$ cat src/rtl/bsab_pkg.sv
// Shared types, constants and arithmetic helpers of the bilinear scale and alpha blend block.
package bsab_pkg;

    // Size limits of the two images.
    localparam int MAX_SMALL_WIDTH  = 256;
    localparam int MAX_SMALL_HEIGHT = 256;
    localparam int MAX_LARGE_DIM    = 4096;

    localparam int STORE_DEPTH = MAX_SMALL_WIDTH * MAX_SMALL_HEIGHT;
    localparam int ADDR_W      = $clog2(STORE_DEPTH);
    localparam int XI_W        = $clog2(MAX_SMALL_WIDTH);
    localparam int YI_W        = $clog2(MAX_SMALL_HEIGHT);
    localparam int POS_W       = $clog2(MAX_LARGE_DIM);

    // Pixel layout: blue in the low byte, then green, then red.
    localparam int CH_W     = 8;
    localparam int CHANNELS = 3;
    localparam int PIX_W    = CH_W * CHANNELS;

    // Register widths.
    localparam int RATIO_W   = 9;
    localparam int LDIM_W    = 13;
    localparam int SDIM_W    = 9;
    localparam int STEP_W    = 17;
    localparam int CFG_IDX_W = 3;
    localparam int CFG_W     = 17;

    localparam int RATIO_ONE = 256;
    localparam int STEP_ONE  = 65536;
    localparam int FRAC_W    = 16;
    localparam int WGT_W     = 8;
    localparam int SX_W      = POS_W + STEP_W;

    // Result queue.
    localparam int OQ_DEPTH = 8;
    localparam int OQ_PTR_W = $clog2(OQ_DEPTH);
    localparam int OQ_CNT_W = $clog2(OQ_DEPTH + 1);

    typedef enum logic [CFG_IDX_W-1:0] {
        CFG_BLEND_RATIO  = 3'd0,
        CFG_LARGE_WIDTH  = 3'd1,
        CFG_LARGE_HEIGHT = 3'd2,
        CFG_SMALL_WIDTH  = 3'd3,
        CFG_SMALL_HEIGHT = 3'd4,
        CFG_X_STEP       = 3'd5,
        CFG_Y_STEP       = 3'd6
    } t_cfg_idx;

    typedef enum logic {
        OP_LOAD  = 1'b0,
        OP_BLEND = 1'b1
    } t_op;

    // Configuration after saturation and the zero-means-one rule.
    typedef struct packed {
        logic [RATIO_W-1:0] ratio;
        logic [LDIM_W-1:0]  lw;
        logic [LDIM_W-1:0]  lh;
        logic [SDIM_W-1:0]  sw;
        logic [SDIM_W-1:0]  sh;
        logic [STEP_W-1:0]  xs;
        logic [STEP_W-1:0]  ys;
    } t_cfg;

    // Blend request in the second read cycle, handed to the interpolator.
    typedef struct packed {
        logic             valid;
        logic [WGT_W-1:0] fx;
        logic [WGT_W-1:0] fy;
        logic [PIX_W-1:0] px;
        logic             last;
    } t_pix;

    // Store port controls driven by the address front end.
    typedef struct packed {
        logic              we;
        logic [ADDR_W-1:0] waddr;
        logic [PIX_W-1:0]  wdata;
        logic [ADDR_W-1:0] raddr_a;
        logic [ADDR_W-1:0] raddr_b;
    } t_mem_ctl;

    // (a * (256 - w) + b * w) >> 8, w in Q1.8 with 256 meaning 1.0.
    function automatic logic [CH_W-1:0] mix8(input logic [CH_W-1:0] a,
                                             input logic [CH_W-1:0] b,
                                             input logic [RATIO_W-1:0] w);
        logic [2*CH_W:0] s;
        s = (2*CH_W+1)'(a) * (2*CH_W+1)'(RATIO_W'(RATIO_ONE) - w)
          + (2*CH_W+1)'(b) * (2*CH_W+1)'(w);
        return s[2*CH_W-1:CH_W];
    endfunction

endpackage

$ cat src/rtl/bsab_interp.sv
// Bilinear interpolation of the four neighbors and the alpha blend.
module bsab_interp (
    input  logic                   i_clk,
    input  logic                   i_rst_n,
    input  bsab_pkg::t_pix         i_pix,
    input  logic [23:0]            i_rdata_a,
    input  logic [23:0]            i_rdata_b,
    input  logic [8:0]             i_ratio,
    output logic                   o_valid,
    output logic [23:0]            o_pixel,
    output logic                   o_last
);
    import bsab_pkg::*;

    logic             r_e_valid, r_e_last;
    logic [WGT_W-1:0] r_e_fx, r_e_fy;
    logic [PIX_W-1:0] r_e_px, r_e_p00, r_e_p01;

    logic             r_f_valid, r_f_last;
    logic [WGT_W-1:0] r_f_fx;
    logic [PIX_W-1:0] r_f_px, r_f_left, r_f_right;

    logic             r_g_valid, r_g_last;
    logic [PIX_W-1:0] r_g_px, r_g_h;

    logic [PIX_W-1:0] left, right, h, blended;

    always_ff @(posedge i_clk) begin
        if (!i_rst_n) begin
            r_e_valid <= 1'b0;
            r_f_valid <= 1'b0;
            r_g_valid <= 1'b0;
        end else begin
            r_e_valid <= i_pix.valid;
            r_f_valid <= r_e_valid;
            r_g_valid <= r_f_valid;
        end
    end

    // The top pair arrives in the cycle before the bottom pair.
    always_comb begin
        for (int c = 0; c < CHANNELS; c++) begin
            left[c*CH_W +: CH_W]  = mix8(r_e_p00[c*CH_W +: CH_W],
                                         i_rdata_a[c*CH_W +: CH_W], {1'b0, r_e_fy});
            right[c*CH_W +: CH_W] = mix8(r_e_p01[c*CH_W +: CH_W],
                                         i_rdata_b[c*CH_W +: CH_W], {1'b0, r_e_fy});
            h[c*CH_W +: CH_W]     = mix8(r_f_left[c*CH_W +: CH_W],
                                         r_f_right[c*CH_W +: CH_W], {1'b0, r_f_fx});
            blended[c*CH_W +: CH_W] = mix8(r_g_h[c*CH_W +: CH_W],
                                           r_g_px[c*CH_W +: CH_W], i_ratio);
        end
    end

    always_ff @(posedge i_clk) begin
        r_e_fx    <= i_pix.fx;
        r_e_fy    <= i_pix.fy;
        r_e_px    <= i_pix.px;
        r_e_last  <= i_pix.last;
        r_e_p00   <= i_rdata_a;
        r_e_p01   <= i_rdata_b;

        r_f_fx    <= r_e_fx;
        r_f_px    <= r_e_px;
        r_f_last  <= r_e_last;
        r_f_left  <= left;
        r_f_right <= right;

        r_g_px    <= r_f_px;
        r_g_last  <= r_f_last;
        r_g_h     <= h;
    end

    assign o_valid = r_g_valid;
    assign o_pixel = blended;
    assign o_last  = r_g_last;

endmodule

$ cat config.mk
export PLATFORM = sky130hd
export DESIGN_NAME = bsab_interp
export DESIGN_NICKNAME = d
export VERILOG_FILES = /design/src/rtl/bsab_pkg.sv /design/src/rtl/bsab_interp.sv
export SDC_FILE = /design/constraint.sdc
export NUM_CORES = 2
export LEC_CHECK = 0
export ABC_AREA = 1
export BUFFER_PORTS_ARGS = -buffer_cell sky130_fd_sc_hd__buf_2
export CAP_MARGIN = 20
export CORE_ASPECT_RATIO = 1.2
export CORE_MARGIN = 2
export CORE_UTILIZATION = 55
export DETAILED_ROUTE_END_ITERATION = 8
export PLACE_DENSITY = 0.74
export SLEW_MARGIN = 20
export SYNTH_ARGS = -nofsm -noshare
export SYNTH_HDL_FRONTEND = slang
export SYNTH_SLANG_ARGS = --single-unit
$ cat constraint.sdc
create_clock -name i_clk -period 25.1 [get_ports i_clk]
set_input_delay 5.02 -clock i_clk [delete_from_list [all_inputs] [get_ports i_clk]]
set_output_delay 5.02 -clock i_clk [all_outputs]
set_load 0.01 [all_outputs]
==> results.cfg <==
[clock_tree]
clockBufferDepth = 3
clk-insertion-delay-late_ns = 0.65
root_buffer = clkbuf_16
cts.sinks = 222
hold_buffers = 0
post-cts-setup-buffers = 0
cts_resized = 0
cts_buffers = 30
clk_pin_slew_ns = 0.06
cts_tree = built
htree_levels = 1

[global_routing]
gr-usage-met1_pct = 31.8
grt_max_degree = 61
antenna_found_initial = 11
grt_util_met2_pct = 49.5
grt-ovfl-total = 0
use_met3_pct = 3.39
grt_pass1_vias = 49993
grt_pass1_wl_um = 247000
grt_usage_pct = 27.2
top_usage_layer = met2

[critical_path]
worst_path_max_delay_cell = inv_1
endpoint_kind = primary output
reg2reg_depth = 24
required_ns = 20.08
start_kind = primary input
reg2reg_slack_ns = 16.67
worstPathArrival_ns = 12.34
path_max_fanout = 46
critPathMaxStageDelay_ns = 0.59
criticalPathCategory = primary input to primary output

[synthesis]
syn-cell-area_mm2 = 0.0614
synth_cells = 7802
synth_top_area_cell = fa_1
synth_area_leaders = fa_1 (41%), inv_1 (16%), ha_1 (14%)
synth_top_area_share_pct = 41.3
syn-num-nets = 9872
ys_seq_area_share_pct = 7.23
synth_cell_type_count = 43
syn-mean-instance-area_um2 = 7.87
synth_seq_cells = 222
ys.warnings.count = 0

[timing]
slew_viol_final = 0
whs_ns = 0.325
tns_ns = 0
fmax_ghz = 0.0576
clock-skew-final_ns = 0.0494
rsz0062_at_grt = no
finalHoldViolCount = 0
worst_slew_pin_slew_ns = 1.10
period_needed_ns = 17.36
setup_slack_ns = 7.74
relSlewSlack_pct = 26.6
finalSetupViolCount = 0
fin_crit_sh_pct = 69.2

[cells_and_area]
area_growth_pct = 4.12
regArea_mm2 = 0.00446
drive_gt1_share_pct = 3.07
nets = 9761
fill_cells = 10027
utilization_pct = 57.6
multi_input_area_mm2 = 0.0461

[outcome]
outcome = completed

[place]
dp_slack_ns = 7.88
gp_congestion = 0.948
io_buffers = 126
dp_hpwl_um = 122000

[floorplanning]
core_area_mm2 = 0.111
die_height_um = 370
pin_count = 127
rows = 134
die_w_um = 309
die-area_mm2 = 0.114
start_util_pct = 55.4

[detailed_routing]
routed_wirelength_um = 150000
wl_per_cell_um = 16.2
drtIter0Drc = 3399
drt-pass1-iter-count = 6
viasPerCell = 5.06
drc = 0
vias = 46666
ant_nets = 0

[worst_hold_path]
min_path_cells = 0
worstHoldPathType = flip-flop to flip-flop

[job]
maxCapViolations = 0
==> cells by family (layout without fill, tap and decap cells) <==
kind of cell,after synthesis,in the layout,synth area share (%)
buf+inv,2869,2782,17.8
simple gates,2302,2302,14.5
fa+ha+maj,1969,1969,55.6
compound gates,270,270,2.46
flops,222,222,7.23
xor+xnor,170,170,2.42
other cells,0,4,0
==> synth_stat cells, drive strengths merged <==
master and n:
o21bai 9, fa 1266, a31oi 3, ha 703, o221ai 2, a221oi 3
a21boi 1, clkinv 4, nand4 29, nor3 11, o21a 2, o2111ai 4
dfxtp 222, buf 69, a211oi 4, clkbuf 234, nand2 1648, or3 3
inv 2562, xor2 86, a31o 3, o221a 1, a21oi 130, nor4 10
nor2 495, nand2b 1, nand3 98, o211ai 5, nand3b 4, or2 3
xnor2 84, a21o 19, o21ai 83, o31ai 1
==> worst paths after layout <==
kind / start / to
setup / recovery: i_ratio[0] / o_pixel[7]
hold / removal: r_f_px[2] / r_g_px[2]
setup reg to reg: r_e_fy[3] / r_f_left[17]
hold reg to reg: r_f_px[2] / r_g_px[2]
==> placed cells by master, fill, tap and decap left out, types with 5 or more instances in the layout <==
cell	n
o21bai_1	9
nor3_1	10
xor2_1	86
nand3_1	98
a21o_1	19
nor2_1	493
fa_1	1266
a21oi_1	130
ha_1	702
nand2_1	1646
nor4_1	10
o211ai_1	5
inv_1	2560
dfxtp_2	8
buf_4	34
clkbuf_16	31
o21ai_0	83
dfxtp_1	213
buf_2	126
inv_6	6
nand4_1	29
xnor2_1	84
==> final cells by class <==
class / instances / area share (%)
clock inverters: 22 / 0.391
repair buffers: 160 / 1.38
flip-flops and latches: 222 / 6.97
well taps: 1496 / 2.93
clock buffers: 34 / 1.25
inverters: 2566 / 15.1
diodes: 4 / 0.0156
multi-input cells: 4711 / 72.0
==> flip-flops by register name, indices dropped and copies added (netlist names), 8 cells and up <==
register and count:
r_e_p01 24, r_g_h 24, r_f_fx 8, r_e_p00 24, r_e_px 24, r_g_px 24
r_f_right 24, r_f_px 24, r_f_left 24, r_e_fy 8, r_e_fx 8
==> through the flow <==
step	cell area, um^2	std cells
5_1_grt	64000	9212
6_report	64000	9215
3_3_place_gp	62900	9155
4_1_cts	64000	9211
3_5_place_dp	62900	9155
2_1_floorplan	61400	7802
==> routing by layer <==
metal  up-vias  part of all wire [%]
met5         -                 0.066
met4        14                   5.2
met3       400                   6.4
met2      1629                    51
met1     23007                    37
li1      21616                     -
==> worst max-delay path, delay by kind of cell <==
family | cells | cell delay [ns]
adders and majority gates | 8 | 3.67
and+or+nand+nor | 13 | 1.90
buffers and inverters | 9 | 1.72
Power is not shown: default switching activity piles up to over one toggle a cycle in this logic, so the estimate is an artifact.
