File: config.mk
export PLATFORM = sky130hd
export DESIGN_NAME = bsab_front
export DESIGN_NICKNAME = d
export VERILOG_FILES = /design/src/rtl/bsab_pkg.sv /design/src/rtl/bsab_front.sv
export SDC_FILE = /design/constraint.sdc
export NUM_CORES = 2
export LEC_CHECK = 0
export BUFFER_PORTS_ARGS = -buffer_cell sky130_fd_sc_hd__buf_2
export CAP_MARGIN = 15
export CORE_UTILIZATION = 60
export DETAILED_ROUTE_END_ITERATION = 10
export GPL_TIMING_DRIVEN = 0
export PLACE_DENSITY_LB_ADDON = 0.12
export SETUP_SLACK_MARGIN = 0.2
export SLEW_MARGIN = 40
export SYNTH_ARGS = -nofsm -noshare
export SYNTH_HDL_FRONTEND = slang
export SYNTH_SLANG_ARGS = --single-unit
export TNS_END_PERCENT = 10
File: constraint.sdc
create_clock -name i_clk -period 23.6 [get_ports i_clk]
set_clock_uncertainty 0.15 [all_clocks]
set_input_delay 1.18 -clock i_clk [delete_from_list [all_inputs] [get_ports i_clk]]
set_output_delay 1.18 -clock i_clk [all_outputs]
set_load 0.005 [all_outputs]
File: src/rtl/bsab_pkg.sv
// Shared types, constants and arithmetic helpers of the bilinear scale and alpha blend block.
package bsab_pkg;

    // Size limits of the two images.
    localparam int MAX_SMALL_WIDTH  = 256;
    localparam int MAX_SMALL_HEIGHT = 256;
    localparam int MAX_LARGE_DIM    = 4096;

    localparam int STORE_DEPTH = MAX_SMALL_WIDTH * MAX_SMALL_HEIGHT;
    localparam int ADDR_W      = $clog2(STORE_DEPTH);
    localparam int XI_W        = $clog2(MAX_SMALL_WIDTH);
    localparam int YI_W        = $clog2(MAX_SMALL_HEIGHT);
    localparam int POS_W       = $clog2(MAX_LARGE_DIM);

    // Pixel layout: blue in the low byte, then green, then red.
    localparam int CH_W     = 8;
    localparam int CHANNELS = 3;
    localparam int PIX_W    = CH_W * CHANNELS;

    // Register widths.
    localparam int RATIO_W   = 9;
    localparam int LDIM_W    = 13;
    localparam int SDIM_W    = 9;
    localparam int STEP_W    = 17;
    localparam int CFG_IDX_W = 3;
    localparam int CFG_W     = 17;

    localparam int RATIO_ONE = 256;
    localparam int STEP_ONE  = 65536;
    localparam int FRAC_W    = 16;
    localparam int WGT_W     = 8;
    localparam int SX_W      = POS_W + STEP_W;

    // Result queue.
    localparam int OQ_DEPTH = 8;
    localparam int OQ_PTR_W = $clog2(OQ_DEPTH);
    localparam int OQ_CNT_W = $clog2(OQ_DEPTH + 1);

    typedef enum logic [CFG_IDX_W-1:0] {
        CFG_BLEND_RATIO  = 3'd0,
        CFG_LARGE_WIDTH  = 3'd1,
        CFG_LARGE_HEIGHT = 3'd2,
        CFG_SMALL_WIDTH  = 3'd3,
        CFG_SMALL_HEIGHT = 3'd4,
        CFG_X_STEP       = 3'd5,
        CFG_Y_STEP       = 3'd6
    } t_cfg_idx;

    typedef enum logic {
        OP_LOAD  = 1'b0,
        OP_BLEND = 1'b1
    } t_op;

    // Configuration after saturation and the zero-means-one rule.
    typedef struct packed {
        logic [RATIO_W-1:0] ratio;
        logic [LDIM_W-1:0]  lw;
        logic [LDIM_W-1:0]  lh;
        logic [SDIM_W-1:0]  sw;
        logic [SDIM_W-1:0]  sh;
        logic [STEP_W-1:0]  xs;
        logic [STEP_W-1:0]  ys;
    } t_cfg;

    // Blend request in the second read cycle, handed to the interpolator.
    typedef struct packed {
        logic             valid;
        logic [WGT_W-1:0] fx;
        logic [WGT_W-1:0] fy;
        logic [PIX_W-1:0] px;
        logic             last;
    } t_pix;

    // Store port controls driven by the address front end.
    typedef struct packed {
        logic              we;
        logic [ADDR_W-1:0] waddr;
        logic [PIX_W-1:0]  wdata;
        logic [ADDR_W-1:0] raddr_a;
        logic [ADDR_W-1:0] raddr_b;
    } t_mem_ctl;

    // (a * (256 - w) + b * w) >> 8, w in Q1.8 with 256 meaning 1.0.
    function automatic logic [CH_W-1:0] mix8(input logic [CH_W-1:0] a,
                                             input logic [CH_W-1:0] b,
                                             input logic [RATIO_W-1:0] w);
        logic [2*CH_W:0] s;
        s = (2*CH_W+1)'(a) * (2*CH_W+1)'(RATIO_W'(RATIO_ONE) - w)
          + (2*CH_W+1)'(b) * (2*CH_W+1)'(w);
        return s[2*CH_W-1:CH_W];
    endfunction

endpackage

File: src/rtl/bsab_front.sv
// Request intake, position counters and neighbor address pipeline.
module bsab_front (
    input  logic              i_clk,
    input  logic              i_rst_n,
    input  bsab_pkg::t_cfg    i_cfg,
    input  logic              i_valid,
    input  logic              i_op,
    input  logic [23:0]       i_px,
    input  logic              i_credit_ok,
    output logic              o_ready,
    output logic              o_blend_take,
    output bsab_pkg::t_mem_ctl o_mem,
    output bsab_pkg::t_pix    o_pix
);
    import bsab_pkg::*;

    logic              accept;
    logic              r_hold;
    logic [ADDR_W-1:0] r_load_count, n_load_count;
    logic [POS_W-1:0]  r_col, n_col, r_row, n_row;
    logic [ADDR_W:0]   limit, lc_inc;
    logic [ADDR_W-1:0] lc_cur;
    logic              row_end, frame_end;

    // Stage A: accepted request with its position.
    logic              r_a_valid, r_a_op, r_a_last;
    logic [PIX_W-1:0]  r_a_px;
    logic [POS_W-1:0]  r_a_col, r_a_row;
    logic [ADDR_W-1:0] r_a_waddr;
    // Stage B: scaled positions.
    logic              r_b_valid, r_b_op, r_b_last;
    logic [PIX_W-1:0]  r_b_px;
    logic [SX_W-1:0]   r_b_sx, r_b_sy;
    logic [ADDR_W-1:0] r_b_waddr;
    // Stage C: row bases and clamped columns, first read pair.
    logic              r_c_valid, r_c_op, r_c_last;
    logic [PIX_W-1:0]  r_c_px;
    logic [ADDR_W-1:0] r_c_waddr, r_c_base0, r_c_base1;
    logic [XI_W-1:0]   r_c_x0, r_c_x1;
    logic [WGT_W-1:0]  r_c_fx, r_c_fy;
    // Stage D: second read pair.
    logic              r_d_valid, r_d_last;
    logic [PIX_W-1:0]  r_d_px;
    logic [ADDR_W-1:0] r_d_base1;
    logic [XI_W-1:0]   r_d_x0, r_d_x1;
    logic [WGT_W-1:0]  r_d_fx, r_d_fy;

    logic [POS_W-1:0]  xi, yi;
    logic [POS_W:0]    xi1, yi1;
    logic [SDIM_W-1:0] swm1, shm1;
    logic [XI_W-1:0]   x0, x1;
    logic [YI_W-1:0]   y0, y1;
    logic [ADDR_W:0]   base0, base1;

    // A blend request blocks intake in the cycle after it, which leaves the store's
    // read ports free for its second read pair and keeps loads in order.
    assign o_ready      = !r_hold && i_credit_ok;
    assign accept       = i_valid && o_ready;
    assign o_blend_take = accept && (i_op == OP_BLEND);

    always_comb begin
        limit        = (ADDR_W+1)'(i_cfg.sw) * (ADDR_W+1)'(i_cfg.sh);
        lc_cur       = ({1'b0, r_load_count} >= limit) ? '0 : r_load_count;
        lc_inc       = (ADDR_W+1)'(lc_cur) + 1'b1;
        n_load_count = (lc_inc >= limit) ? '0 : lc_inc[ADDR_W-1:0];
        row_end      = (LDIM_W'(r_col) + 1'b1) >= i_cfg.lw;
        frame_end    = row_end && ((LDIM_W'(r_row) + 1'b1) >= i_cfg.lh);
        n_col        = row_end ? '0 : r_col + 1'b1;
        n_row        = frame_end ? '0 : (row_end ? r_row + 1'b1 : r_row);
    end

    always_ff @(posedge i_clk) begin
        if (!i_rst_n) begin
            r_hold       <= 1'b0;
            r_load_count <= '0;
            r_col        <= '0;
            r_row        <= '0;
            r_a_valid    <= 1'b0;
            r_b_valid    <= 1'b0;
            r_c_valid    <= 1'b0;
            r_d_valid    <= 1'b0;
        end else begin
            r_hold    <= o_blend_take;
            r_a_valid <= accept;
            r_b_valid <= r_a_valid;
            r_c_valid <= r_b_valid;
            r_d_valid <= r_c_valid && (r_c_op == OP_BLEND);
            if (accept && (i_op == OP_LOAD)) begin
                r_load_count <= n_load_count;
            end
            if (o_blend_take) begin
                r_col <= n_col;
                r_row <= n_row;
            end
        end
    end

    always_comb begin
        xi   = r_b_sx[FRAC_W +: POS_W];
        yi   = r_b_sy[FRAC_W +: POS_W];
        xi1  = {1'b0, xi} + 1'b1;
        yi1  = {1'b0, yi} + 1'b1;
        swm1 = i_cfg.sw - 1'b1;
        shm1 = i_cfg.sh - 1'b1;
        x0   = (xi >= POS_W'(swm1)) ? swm1[XI_W-1:0] : xi[XI_W-1:0];
        x1   = (xi1 >= (POS_W+1)'(swm1)) ? swm1[XI_W-1:0] : xi1[XI_W-1:0];
        y0   = (yi >= POS_W'(shm1)) ? shm1[YI_W-1:0] : yi[YI_W-1:0];
        y1   = (yi1 >= (POS_W+1)'(shm1)) ? shm1[YI_W-1:0] : yi1[YI_W-1:0];
        base0 = (ADDR_W+1)'(y0) * (ADDR_W+1)'(i_cfg.sw);
        base1 = (ADDR_W+1)'(y1) * (ADDR_W+1)'(i_cfg.sw);
    end

    always_ff @(posedge i_clk) begin
        r_a_op    <= i_op;
        r_a_px    <= i_px;
        r_a_col   <= r_col;
        r_a_row   <= r_row;
        r_a_last  <= frame_end;
        r_a_waddr <= lc_cur;

        r_b_op    <= r_a_op;
        r_b_px    <= r_a_px;
        r_b_last  <= r_a_last;
        r_b_waddr <= r_a_waddr;
        r_b_sx    <= SX_W'(r_a_col) * SX_W'(i_cfg.xs);
        r_b_sy    <= SX_W'(r_a_row) * SX_W'(i_cfg.ys);

        r_c_op    <= r_b_op;
        r_c_px    <= r_b_px;
        r_c_last  <= r_b_last;
        r_c_waddr <= r_b_waddr;
        r_c_base0 <= base0[ADDR_W-1:0];
        r_c_base1 <= base1[ADDR_W-1:0];
        r_c_x0    <= x0;
        r_c_x1    <= x1;
        r_c_fx    <= r_b_sx[FRAC_W-1 -: WGT_W];
        r_c_fy    <= r_b_sy[FRAC_W-1 -: WGT_W];

        r_d_px    <= r_c_px;
        r_d_last  <= r_c_last;
        r_d_base1 <= r_c_base1;
        r_d_x0    <= r_c_x0;
        r_d_x1    <= r_c_x1;
        r_d_fx    <= r_c_fx;
        r_d_fy    <= r_c_fy;
    end

    always_comb begin
        o_mem.we    = r_c_valid && (r_c_op == OP_LOAD);
        o_mem.waddr = r_c_waddr;
        o_mem.wdata = r_c_px;
        if (r_d_valid) begin
            o_mem.raddr_a = r_d_base1 + ADDR_W'(r_d_x0);
            o_mem.raddr_b = r_d_base1 + ADDR_W'(r_d_x1);
        end else begin
            o_mem.raddr_a = r_c_base0 + ADDR_W'(r_c_x0);
            o_mem.raddr_b = r_c_base0 + ADDR_W'(r_c_x1);
        end
        o_pix.valid = r_d_valid;
        o_pix.fx    = r_d_fx;
        o_pix.fy    = r_d_fy;
        o_pix.px    = r_d_px;
        o_pix.last  = r_d_last;
    end

endmodule

==> results.md <==
- Max Buffers Root-to-Sink: 3
- Drt drc: 0
- Die X: 236 um
- Slew Limit Headroom: 0.423
- Most used DFF post-synth: dfxtp_1
- Fmax: 84.7 MHz
- CTS HTree Levels: 2
- Worst hold-check path type: flop to flop
- Post-CTS setup buffers: 0
- Pin count of the biggest net entering global routing: 17
- Hold Crit Depth: 0
- FP Rows: 85
- Clock Latency Late Sink: 590 ps
- FF/Latch Area: 7450 um^2
- Synthesis-stage register bit count: 372
- Root Buffer: clkbuf_16
- Post-synthesis average cell area: 9.30 um^2
- Final core occ: 0.672
- Cts bufs inserted: 39
- HPWL after DPL: 60500 um
- Number of distinct library cells after synthesis: 75
- M1 wire length: 33000 um
- DRT Pass-1 Iters: 5
- Number of synthesized flops with an enable pin: 0
- Resized cells post-CTS: 0
- Crit-path max cell delay: 580 ps
- Tightest Pin Transition: 865 ps
- FFs w/ async S/R, synth: 0
- First-pass GRT wire length: 123000 um
- Slowest cell on the critical path: clkbuf_1
- Layout cells sized above 1: 0.0878
- Multi-input logic area: 22700 um^2
- Leakage Power: 18.0 nW
- Fin. max-slew vios: 0
- Initial antenna violation count: 5
- Post-synthesis compound-gate area fraction: 0.0694
- Vias in the first global route: 24700
- Finish-stage setup viols: 0
- Min Clock Period, post-route: 11800 ps
- Clock sinks: 372
- WP data arrival: 12120 ps
- Total gr overflow: 0
- Max layer used: met5
- Setup_tns: 0 ps
- Metal2 WL: 34500 um
- Fill count: 4542
- Syn_nets: 4445
- Max-cap viol count: 0
- # port buffers: 215
- Main combinational cell family by area after synthesis: adder cells
- Starting Density: 0.609
- Crit Path Class: input port to flop
- Xor/xnor share of the synthesized area: 0.0521
- CTS hold repair buffers: 0
- Sequential area share after synthesis: 0.226
- Layout Nets: 4702
- Post-Synth Adder-Cell Area: 0.397
- Critical path peak fanout: 10
- CORE AREA: 54000 um^2
- Die Ht: 236 um
- RSZ-0062 raised after global routing: false
- Reg2Reg Depth: 28
- Setup slack, reg-to-reg: 15560 ps
- Post-route ant nets: 0
- Area Growth Syn to Fin: 10.2%
- Worst-path clk slew: 60 ps
- Mux share of post-synthesis cell area: 0.0129
- Vias per cell: 5.29
- CTS tree: yes
- Placement Cell Area: 34900 um^2
- Peak supply drop: 0.0536 mV
- Placed instance count: 4454
- Via count: 24000
- DR iter-0 viols: 1158
- Final WL: 74600 um
- GRT Total Usage: 0.276
- Final Instance Area: 36300 um^2
- WL/cell: 16.5 um
- Number of synthesis warnings: 0
- Met3 routed WL: 5020 um
- Post-Layout Cell Count: 4526
- Synth Cell Area: 32900 um^2
- Hold Fails Final Rpt: 0
- Worst path required time: 23910 ps
- Synth Instances: 3542
- Gp weighted congestion: 0.932
- Pwr/cell area: 46.0 nW/um^2
- IO Pins: 233
- Die area: 55800 um^2
- Critical Path Sink Type: flop
- Synth Area in Simple Gates: 0.157
- Critical Path Start Type: input port
- Period utilization: 0.500
- WHS: 151 ps
- Status: completed
synthesized netlist by cell type, types with 8 or more instances:
cell type / number / area (um^2)
nand2b_1: 18 / 113
ha_1: 356 / 4450
a32o_1: 14 / 140
xnor2_1: 107 / 937
o21bai_1: 8 / 60.1
nor3_1: 26 / 130
o21ai_0: 77 / 385
and3_1: 29 / 181
a21o_1: 44 / 330
a21boi_0: 17 / 128
fa_1: 431 / 8630
nor2b_1: 33 / 206
clkbuf_1: 133 / 499
and2_1: 244 / 1530
nand2_1: 488 / 1830
nand3b_1: 13 / 97.6
nor2_1: 117 / 439
nand4_1: 17 / 106
mux2i_1: 38 / 380
dfxtp_1: 372 / 7450
o21a_1: 24 / 180
inv_1: 596 / 2240
xor2_1: 85 / 744
a21oi_1: 92 / 460
nand3_1: 41 / 205
worst paths after layout:
path,from,to
worst max-delay path,i_cfg[49],r_load_count[5]
worst max register to register,r_b_sy[16],r_c_base1[15]
worst min register to register,r_b_waddr[11],r_c_waddr[11]
worst min-delay path,r_b_waddr[11],r_c_waddr[11]
cells by family (layout without fill, tap and decap cells):
| logic type | after synthesis | after routing |
|---|---|---|
| flops | 372 | 372 |
| xor+xnor | 194 | 194 |
| compound gates | 340 | 340 |
| mux | 42 | 42 |
| simple gates | 1070 | 1070 |
| fa+ha+maj | 787 | 787 |
| buf+inv | 737 | 1023 |
| other cells | 0 | 2 |
per-stage QoR:
| stage | setup slack (ps) | power (mW) |
|---|---|---|
| floorplan | 13190 | 0.946 |
| global placement | 11410 | 1.04 |
| detailed placement | 11360 | 1.04 |
| CTS | 11920 | 1.68 |
| global route | 11100 | 1.77 |
| finish | 11800 | 1.67 |
worst max-delay path: cells and delay by family:
family	cells	cell delay (ps)
xor+xnor	2	380
compound gates	11	2680
buf+inv	7	1700
fa+ha+maj	8	3280
simple gates	15	2860
routing by layer:
layer,up-vias,GRT usage
li1,11500,-
met1,11500,0.370
met2,732,0.456
met3,121,0.0502
met4,4,0.0830
met5,-,0
final cells by class:
type                       instances  share of cell area
antenna                            2            0.000138
buffer                           141              0.0152
clock buffer                      46              0.0284
clock inverter                    24             0.00896
inverter                         596              0.0616
multi-input combinational       2433               0.627
sequential                       372               0.205
tap                              696              0.0240
timing repair buffer             216              0.0298
cell usage in the layout (no fill, tap or decap), drive strengths merged, types with 34 or more instances in the layout:
| cell type | count |
|---|---|
| inv | 601 |
| nand2 | 488 |
| fa | 431 |
| dfxtp | 372 |
| ha | 356 |
| and2 | 244 |
| buf | 224 |
| clkbuf | 179 |
| nor2 | 118 |
| xnor2 | 107 |
| a21oi | 98 |
| xor2 | 87 |
| o21ai | 83 |
| a21o | 44 |
| nand3 | 41 |
| mux2i | 38 |
| nor2b | 34 |
where the power goes:
part	switching [mW]	leakage (nW)	internal (mW)
combinational	0.227	14.3	0.156
sequential	0.00540	3.04	0.643
clock	0.270	0.651	0.367
total	0.503	18.0	1.17
flip-flops by register name (all words and copies together) (netlist names), 12 cells and up:
register,flops
r_a_px,24
r_b_px,24
r_c_px,24
r_d_px,24
r_b_sx,20
r_b_sy,20
r_a_waddr,16
r_b_waddr,16
r_c_base0,16
r_c_base1,16
r_c_waddr,16
r_d_base1,16
r_load_count,16
r_a_col,12
r_a_row,12
r_col,12
r_row,12
(Power assumes the default switching activity.)
