==> src/rtl/bsab_pkg.sv <==
// Shared types, constants and arithmetic helpers of the bilinear scale and alpha blend block.
package bsab_pkg;

    // Size limits of the two images.
    localparam int MAX_SMALL_WIDTH  = 256;
    localparam int MAX_SMALL_HEIGHT = 256;
    localparam int MAX_LARGE_DIM    = 4096;

    localparam int STORE_DEPTH = MAX_SMALL_WIDTH * MAX_SMALL_HEIGHT;
    localparam int ADDR_W      = $clog2(STORE_DEPTH);
    localparam int XI_W        = $clog2(MAX_SMALL_WIDTH);
    localparam int YI_W        = $clog2(MAX_SMALL_HEIGHT);
    localparam int POS_W       = $clog2(MAX_LARGE_DIM);

    // Pixel layout: blue in the low byte, then green, then red.
    localparam int CH_W     = 8;
    localparam int CHANNELS = 3;
    localparam int PIX_W    = CH_W * CHANNELS;

    // Register widths.
    localparam int RATIO_W   = 9;
    localparam int LDIM_W    = 13;
    localparam int SDIM_W    = 9;
    localparam int STEP_W    = 17;
    localparam int CFG_IDX_W = 3;
    localparam int CFG_W     = 17;

    localparam int RATIO_ONE = 256;
    localparam int STEP_ONE  = 65536;
    localparam int FRAC_W    = 16;
    localparam int WGT_W     = 8;
    localparam int SX_W      = POS_W + STEP_W;

    // Result queue.
    localparam int OQ_DEPTH = 8;
    localparam int OQ_PTR_W = $clog2(OQ_DEPTH);
    localparam int OQ_CNT_W = $clog2(OQ_DEPTH + 1);

    typedef enum logic [CFG_IDX_W-1:0] {
        CFG_BLEND_RATIO  = 3'd0,
        CFG_LARGE_WIDTH  = 3'd1,
        CFG_LARGE_HEIGHT = 3'd2,
        CFG_SMALL_WIDTH  = 3'd3,
        CFG_SMALL_HEIGHT = 3'd4,
        CFG_X_STEP       = 3'd5,
        CFG_Y_STEP       = 3'd6
    } t_cfg_idx;

    typedef enum logic {
        OP_LOAD  = 1'b0,
        OP_BLEND = 1'b1
    } t_op;

    // Configuration after saturation and the zero-means-one rule.
    typedef struct packed {
        logic [RATIO_W-1:0] ratio;
        logic [LDIM_W-1:0]  lw;
        logic [LDIM_W-1:0]  lh;
        logic [SDIM_W-1:0]  sw;
        logic [SDIM_W-1:0]  sh;
        logic [STEP_W-1:0]  xs;
        logic [STEP_W-1:0]  ys;
    } t_cfg;

    // Blend request in the second read cycle, handed to the interpolator.
    typedef struct packed {
        logic             valid;
        logic [WGT_W-1:0] fx;
        logic [WGT_W-1:0] fy;
        logic [PIX_W-1:0] px;
        logic             last;
    } t_pix;

    // Store port controls driven by the address front end.
    typedef struct packed {
        logic              we;
        logic [ADDR_W-1:0] waddr;
        logic [PIX_W-1:0]  wdata;
        logic [ADDR_W-1:0] raddr_a;
        logic [ADDR_W-1:0] raddr_b;
    } t_mem_ctl;

    // (a * (256 - w) + b * w) >> 8, w in Q1.8 with 256 meaning 1.0.
    function automatic logic [CH_W-1:0] mix8(input logic [CH_W-1:0] a,
                                             input logic [CH_W-1:0] b,
                                             input logic [RATIO_W-1:0] w);
        logic [2*CH_W:0] s;
        s = (2*CH_W+1)'(a) * (2*CH_W+1)'(RATIO_W'(RATIO_ONE) - w)
          + (2*CH_W+1)'(b) * (2*CH_W+1)'(w);
        return s[2*CH_W-1:CH_W];
    endfunction

endpackage

==> src/rtl/bsab_outq.sv <==
// Result queue with credit tracking for blend requests in flight.
module bsab_outq (
    input  logic        i_clk,
    input  logic        i_rst_n,
    input  logic        i_take,
    input  logic        i_push,
    input  logic [23:0] i_pixel,
    input  logic        i_last,
    output logic        o_credit_ok,
    output logic        o_valid,
    output logic [23:0] o_pixel,
    output logic        o_last,
    input  logic        i_ready
);
    import bsab_pkg::*;

    logic [PIX_W:0]      r_q [OQ_DEPTH];
    logic [OQ_PTR_W-1:0] r_wr_ptr, r_rd_ptr;
    logic [OQ_CNT_W-1:0] r_fill, r_owed;
    logic                pop;

    assign o_valid     = (r_fill != '0);
    assign pop         = o_valid && i_ready;
    assign o_pixel     = r_q[r_rd_ptr][PIX_W-1:0];
    assign o_last      = r_q[r_rd_ptr][PIX_W];
    // Every blend in flight owns a queue slot, so the queue never overflows.
    assign o_credit_ok = (r_owed < OQ_CNT_W'(OQ_DEPTH));

    always_ff @(posedge i_clk) begin
        if (!i_rst_n) begin
            r_wr_ptr <= '0;
            r_rd_ptr <= '0;
            r_fill   <= '0;
            r_owed   <= '0;
        end else begin
            if (i_push) begin
                r_wr_ptr <= r_wr_ptr + 1'b1;
            end
            if (pop) begin
                r_rd_ptr <= r_rd_ptr + 1'b1;
            end
            r_fill <= r_fill + OQ_CNT_W'(i_push) - OQ_CNT_W'(pop);
            r_owed <= r_owed + OQ_CNT_W'(i_take) - OQ_CNT_W'(pop);
        end
    end

    always_ff @(posedge i_clk) begin
        if (i_push) begin
            r_q[r_wr_ptr] <= {i_last, i_pixel};
        end
    end

endmodule

==> config.mk <==
export PLATFORM = sky130hd
export DESIGN_NAME = bsab_outq
export DESIGN_NICKNAME = d
export VERILOG_FILES = /design/src/rtl/bsab_pkg.sv /design/src/rtl/bsab_outq.sv
export SDC_FILE = /design/constraint.sdc
export NUM_CORES = 1
export LEC_CHECK = 0
export BUFFER_PORTS_ARGS = -buffer_cell sky130_fd_sc_hd__buf_2
export CORE_AREA = 2 2 111 166
export CTS_CLUSTER_DIAMETER = 40
export DETAILED_ROUTE_END_ITERATION = 8
export DIE_AREA = 0 0 113 168
export GPL_TIMING_DRIVEN = 0
export PLACE_DENSITY = 0.75
export SLEW_MARGIN = 5
export SYNTH_ARGS = -nofsm -noshare
export SYNTH_HDL_FRONTEND = slang
export SYNTH_SLANG_ARGS = --single-unit
==> constraint.sdc <==
create_clock -name i_clk -period 3.28 [get_ports i_clk]
set_input_delay 0.656 -clock i_clk [delete_from_list [all_inputs] [get_ports i_clk]]
set_output_delay 0.656 -clock i_clk [all_outputs]
set_load 0.005 [all_outputs]
==> results.py, run 1 <==
metrics = {
    "flow_run": {
        "max_cap_viol_count": 0,
    },
    "global_route": {
        "grt_pass1_wl_mm": 24.0,
        "track_usage": 0.168,
        "grt.overflow.total": 0,
        "antenna_found_initial": 3,
        "grt_max_degree": 17,
        "grt_pass1_vias": 4336,
    },
    "logic_synthesis": {
        "yosysTopAreaCell": "edfxtp_1",
        "async_reset_ff_frac": 0,
        "avgSynthCellArea_um2": 22.3,
        "ys_seq_area_frac": 0.739,
        "syn_area_um2": 8590,
        "synth_commonest_cells": "200 x edfxtp_1, 50 x mux4_1, 25 x mux2_2",
        "syn-instance-count": 386,
        "ys_ff_latch": 217,
        "yosys-top-cells-area": "edfxtp_1 70%, mux4_1 15%, dfxtp_1 4.0%, mux2_2 3.3%, ha_1 1.3%",
        "synth_cell_type_count": 25,
        "ys_warn_count": 0,
        "synth_most_common_cell": "edfxtp_1",
        "synth_edf_count": 200,
        "yosysTopAreaCellShare": 0.699,
        "synthesis.nets": 427,
        "ys.flop_type": "edfxtp_1",
    },
    "sta": {
        "setup_violations": 0,
        "max_freq_mhz": 323,
        "slew_violations": 0,
        "period_share": 0.945,
        "skew_ns": 0.0130,
        "rsz0062_at_grt": "no",
        "tightest_slew_ns": 0.950,
        "max-slew-margin-rel": 0.363,
        "hold_viol": 0,
        "min_period_ns": 3.10,
    },
    "placement": {
        "gp_congestion": 0.715,
        "io_buffers": 56,
        "dp_hpwl_mm": 10.2,
        "dp.cells": 670,
        "post_dp_cell_area_um2": 9410,
    },
    "finish": {
        "stdcell_count": 708,
        "final_cell_area_um2": 10100,
        "final_nets": 517,
        "drive_above_1_share": 0.291,
        "num-fill-cells": 1297,
        "area_delta_synth_final_pct": 17.9,
    },
    "floorplan": {
        "core-area_um2": 17700,
        "die_h_um": 168,
        "die_w_um": 113,
        "rows": 60,
        "die_area_um2": 19000,
        "boundaryPins": 57,
        "start_util": 0.485,
    },
    "clock_network": {
        "cts.reportedPaths.clkPinSlew_ns": 0.06,
        "cts_root_buffer": "clkbuf_16",
        "clock_path_buffers": 3,
        "worstSkewPairLatency_ns": 0.49,
        "clock_sinks": 217,
        "htreeDepth": 1,
        "cts_tree": "yes",
        "postCtsSetupBuffers": 0,
        "cts_hold_buf": 0,
        "cts.repair.resized": 0,
        "cts_buffers": 21,
    },
    "setup_path": {
        "cp.required_ns": 2.62,
        "slowest_stage": "buf_1",
        "crit_type": "flip-flop to output port",
        "start_kind": "flip-flop",
        "path_cells": "buf_1 -> buf_1 -> mux4_1 -> mux2_2 -> buf_2",
        "critPathMaxFanout": 10,
        "worst_path_most_repeated_cell": "buf_1",
        "slowest_delay_ns": 0.59,
        "crit_arrival_ns": 2.44,
        "r2r_setup_slack_ns": 0.95,
        "cp-end-kind": "output port",
    },
    "power_and_ir_drop": {
        "p_leak_nw": 3.46,
        "ir_drop_v": 0.000389,
        "cellPowerDensity_nw_per_um2": 668,
    },
    "route": {
        "drt_pass1_iterations": 6,
        "viasPerCell": 5.65,
        "vias": 3998,
        "postRouteAntennaNets": 0,
        "wl_per_cell_um": 22.5,
        "drc_errors": 4,
        "drt_wl_total_mm": 15.9,
        "drt_iter0_drc": 204,
    },
    "worst_hold_path": {
        "hold_path_class": "input port to flip-flop",
    },
    "status": {
        "violations": "DRC",
        "outcome": "complete, but fails checks",
    },
}
[layer usage]
layer  wire (um)  GRT usage
met1        6300      0.201
met2        8420      0.303
met3         836     0.0353
met4         349     0.0567
met5           0          0
[worst max-delay path: cells and delay by family, from the launching register on]
family                 cells  cell delay, ns
multiplexers               2            0.70
flip-flops                 1            0.33
buffers and inverters      3            0.93
[cell usage in the layout, fill, tap and decap left out, types with 6 or more instances in the layout]
master | Yosys | routed
buf_1 | 7 | 7
buf_16 | 0 | 6
buf_2 | 0 | 56
buf_6 | 6 | 7
clkbuf_1 | 3 | 6
clkbuf_16 | 0 | 21
dfxtp_1 | 17 | 17
edfxtp_1 | 200 | 200
ha_1 | 9 | 9
inv_1 | 8 | 8
mux2_2 | 25 | 25
mux2i_1 | 9 | 9
mux4_1 | 50 | 50
nand2_1 | 8 | 8
nand2b_1 | 6 | 6
nor2_1 | 13 | 7
nor2_4 | 0 | 6
[metrics by stage]
stage / hold WS, ns / utilization / setup WS (ns) / TNS [ns] / power, mW
global route: 0.422 / 0.572 / 0.0989 / 0 / 7.03
floorplan: 0.456 / - / 0.355 / 0 / 3.99
global placement: 0.467 / 0.516 / -1.44 / -94.11 / 4.30
finish: 0.432 / 0.572 / 0.180 / 0 / 6.77
detailed placement: 0.488 / 0.531 / 0.715 / 0 / 4.38
CTS: 0.417 / 0.571 / 0.162 / 0 / 6.82
[report_power, final]
part           internal, mW  switching, mW  total, mW
Sequential             3.14         0.0539       3.20
Clock                  1.49          0.968       2.46
Combinational         0.584          0.527       1.11
[kinds of logic (layout without fill, tap and decap cells)]
logic type      after synthesis  after routing  share of synthesized area
compound gates                4              4                    0.00262
buf+inv                      24            126                     0.0157
flops                       217            217                      0.739
simple gates                 40             40                     0.0227
xor+xnor                      6              6                    0.00612
fa+ha+maj                    11             11                     0.0178
other cells                   0              3                          0
mux                          84             84                      0.196
[final timing paths]
| kind | startpoint | cells past startpoint | end |
|---|---|---|---|
| worst min register to register | r_rd_ptr[2] | 2 | r_rd_ptr[2] |
| worst min-delay path | i_pixel[5] | 1 | r_q[4][5] |
| worst max register to register | r_fill[2] | 10 | r_owed[2] |
| worst max-delay path | flip-flop | 5 | o_pixel[1] |
[flip-flops by register name, summed over array words and instances, names as in the netlist, named ones only]
| name | flops |
|---|---|
| r_fill | 4 |
| r_owed | 4 |
| r_q | 200 |
| r_rd_ptr | 3 |
| r_wr_ptr | 3 |
[area by class of cell]
type,instances,area (um2),area share
flip-flops and latches,217,6350,0.626
well taps,217,272,0.0268
repair buffers,67,494,0.0488
plain buffers,16,105,0.0104
clock inverters,8,134,0.0132
multi-input cells,145,2160,0.214
clock buffers,27,578,0.0571
diodes,3,7.51,0.000741
inverters,8,30.0,0.00296
(Power assumes the default switching activity.)
==> inputs of run 2 (changes only) <==
--- a/config.mk
+++ b/config.mk
@@ -6,12 +6,14 @@
 export NUM_CORES = 1
 export LEC_CHECK = 0
 export BUFFER_PORTS_ARGS = -buffer_cell sky130_fd_sc_hd__buf_2
-export CORE_AREA = 2 2 111 166
+export CELL_PAD_IN_SITES_DETAIL_PLACEMENT = 2
+export CELL_PAD_IN_SITES_GLOBAL_PLACEMENT = 2
+export CORE_AREA = 2 2 114 171
 export CTS_CLUSTER_DIAMETER = 40
 export DETAILED_ROUTE_END_ITERATION = 8
-export DIE_AREA = 0 0 113 168
+export DIE_AREA = 0 0 116 173
 export GPL_TIMING_DRIVEN = 0
-export PLACE_DENSITY = 0.75
+export PLACE_DENSITY = 0.85
 export SLEW_MARGIN = 5
 export SYNTH_ARGS = -nofsm -noshare
 export SYNTH_HDL_FRONTEND = slang
==> constraint.sdc (replaced) <==
create_clock -name i_clk -period 3.1 [get_ports i_clk]
set_input_delay 0.62 -clock i_clk [delete_from_list [all_inputs] [get_ports i_clk]]
set_output_delay 0.62 -clock i_clk [all_outputs]
set_load 0.005 [all_outputs]
==> run 2 against run 1 <==
Net effect:
- the flow now finishes without violations
- final cell count rose by 5.6%
- first-iteration DRC count grew 37%
- worst setup slack better by 0.040 ns
- utilization down 1.7 points
- global-route usage is 4.3 points higher
- sequential share of layout area down 0.71 points
- die area up 5.7%
- combinational power is 11% higher
- largest cell class unchanged
- worst hold slack worse by 0.046 ns
- register-to-register slack got worse by 0.21 ns
==> results.py, run 2 (synthesis gave the netlist of run 1 again) <==
metrics = {
    "status": {
        "outcome": "complete, no violations",
    },
    "clock_network": {
        "cts_buffers": 23,
        "cts.reportedPaths.clkPinSlew_ns": 0.07,
        "htreeDepth": 1,
        "cts_root_buffer": "clkbuf_16",
        "clock_sinks": 217,
        "cts.repair.resized": 7,
        "cts_tree": "yes",
        "postCtsSetupBuffers": 0,
        "cts_hold_buf": 0,
        "worstSkewPairLatency_ns": 0.50,
        "clock_path_buffers": 3,
    },
    "power_and_ir_drop": {
        "cellPowerDensity_nw_per_um2": 732,
        "ir_drop_v": 0.000582,
        "power.total_mw": 7.50,
        "p_leak_nw": 3.52,
    },
    "finish": {
        "drive_above_1_share": 0.317,
        "diodes": 0,
        "top_register": "r_q",
        "final_core_utilization": 0.555,
        "final_cell_mix": "200 x edfxtp_1, 62 x buf_2, 50 x mux4_1, 25 x mux2_2, 23 x clkbuf_16",
        "final_nets": 520,
        "largest_reg_flops": 200,
        "area_delta_synth_final_pct": 19.3,
        "reg_top3": "r_q x200, r_fill x4, r_owed x4",
        "final_common_cell": "edfxtp_1",
    },
    "sta": {
        "tightest_slew_ns": 0.660,
        "slew_violations": 0,
        "period_share": 0.929,
        "hold_viol": 0,
        "skew_ns": 0.00780,
        "min_period_ns": 2.88,
        "setup_violations": 0,
        "max_freq_mhz": 347,
        "setup-tns-final_ns": 0,
        "rsz0062_at_grt": "no",
        "max-slew-margin-rel": 0.557,
    },
    "route": {
        "drc_errors": 0,
        "wl_per_cell_um": 27.7,
        "vias": 4155,
        "drt_wl_total_mm": 20.8,
        "postRouteAntennaNets": 0,
        "viasPerCell": 5.55,
        "drt_iter0_drc": 279,
        "drt_pass1_iterations": 4,
    },
    "global_route": {
        "grt.overflow.total": 0,
        "grt_pass1_vias": 4697,
        "grt_pass1_wl_mm": 30.3,
        "antenna_found_initial": 0,
        "track_usage": 0.211,
        "grt_max_degree": 21,
    },
    "setup_path": {
        "worst_path_most_repeated_cell": "buf_6",
        "slowest_delay_ns": 0.62,
        "crit_arrival_ns": 2.26,
        "slowest_stage": "mux4_1",
        "cp.required_ns": 2.48,
        "critPathMaxFanout": 10,
        "path_cells": "buf_6 -> buf_6 -> mux4_1 -> mux2_2 -> buf_2",
        "cp-end-kind": "output port",
        "start_kind": "flip-flop",
        "crit_type": "flip-flop to output port",
    },
    "floorplan": {
        "die_area_um2": 20100,
        "boundaryPins": 57,
        "rows": 61,
        "core-area_um2": 18500,
        "die_w_um": 116,
        "die_h_um": 173,
        "start_util": 0.465,
    },
    "flow_run": {
        "max_cap_viol_count": 0,
    },
    "placement": {
        "gp_congestion": 0.692,
        "io_buffers": 56,
        "dp_hpwl_mm": 13.5,
    },
    "worst_hold_path": {
        "hold_path_class": "input port to flip-flop",
    },
}
run 2: cell types whose count changed in the layout (fill, tap and decap cells not counted), sizes merged:
cell      change
clkbuf        -4
clkinv        +4
inv           +2
buf           +1
clkinvlp      +4
diode         -3
bufinv        +1
run 2: path summary, 6_finish.rpt:
path                    start           to  slack, ns  cells after the start
setup reg to reg    r_fill[2]    r_owed[2]       0.74                     10
hold / removal    i_pixel[21]   r_q[6][21]       0.39                      1
hold reg to reg   r_rd_ptr[2]    flip-flop       0.50                      2
setup / recovery    flip-flop  o_pixel[20]       0.22                      5
run 2: layer usage:
layer / routed length [um] / share of wire / GRT usage / up-vias
met5: 0 / 0 / 0 / -
met4: 443 / 0.021 / 0.0575 / 0
met3: 693 / 0.033 / 0.0326 / 30
met2: 11400 / 0.55 / 0.388 / 85
met1: 8210 / 0.40 / 0.254 / 2227
li1: - / - / - / 1813
run 2: where the power goes:
group	switching, mW	internal (mW)	total [mW]
clock network	1.16	1.71	2.87
logic	0.608	0.621	1.23
registers	0.0655	3.33	3.39
run 2: critical path, delay by kind of cell (launching register included):
kind,cells,cell delay (ns)
flops,1,0.35
buf+inv,3,0.47
mux,2,0.94
run 2: layout make-up:
class	instances	area (um2)
flip-flops and latches	217	6350
plain buffers	16	114
repair buffers	68	479
fillers	1556	8220
inverters	8	30.0
clock inverters	19	223
multi-input cells	145	2160
well taps	252	315
clock buffers	23	576
run 2: per-stage QoR:
step           instance area [um2]  hold slack (ns)  setup slack [ns]  std cells
3_3_place_gp                  9190            0.466             -1.76        694
6_report                     10200            0.385             0.220        748
4_1_cts                      10200            0.380             0.183        748
5_1_grt                      10200            0.398             0.133        748
3_5_place_dp                  9440            0.492             0.418        706
2_1_floorplan                 8590            0.456             0.211        386
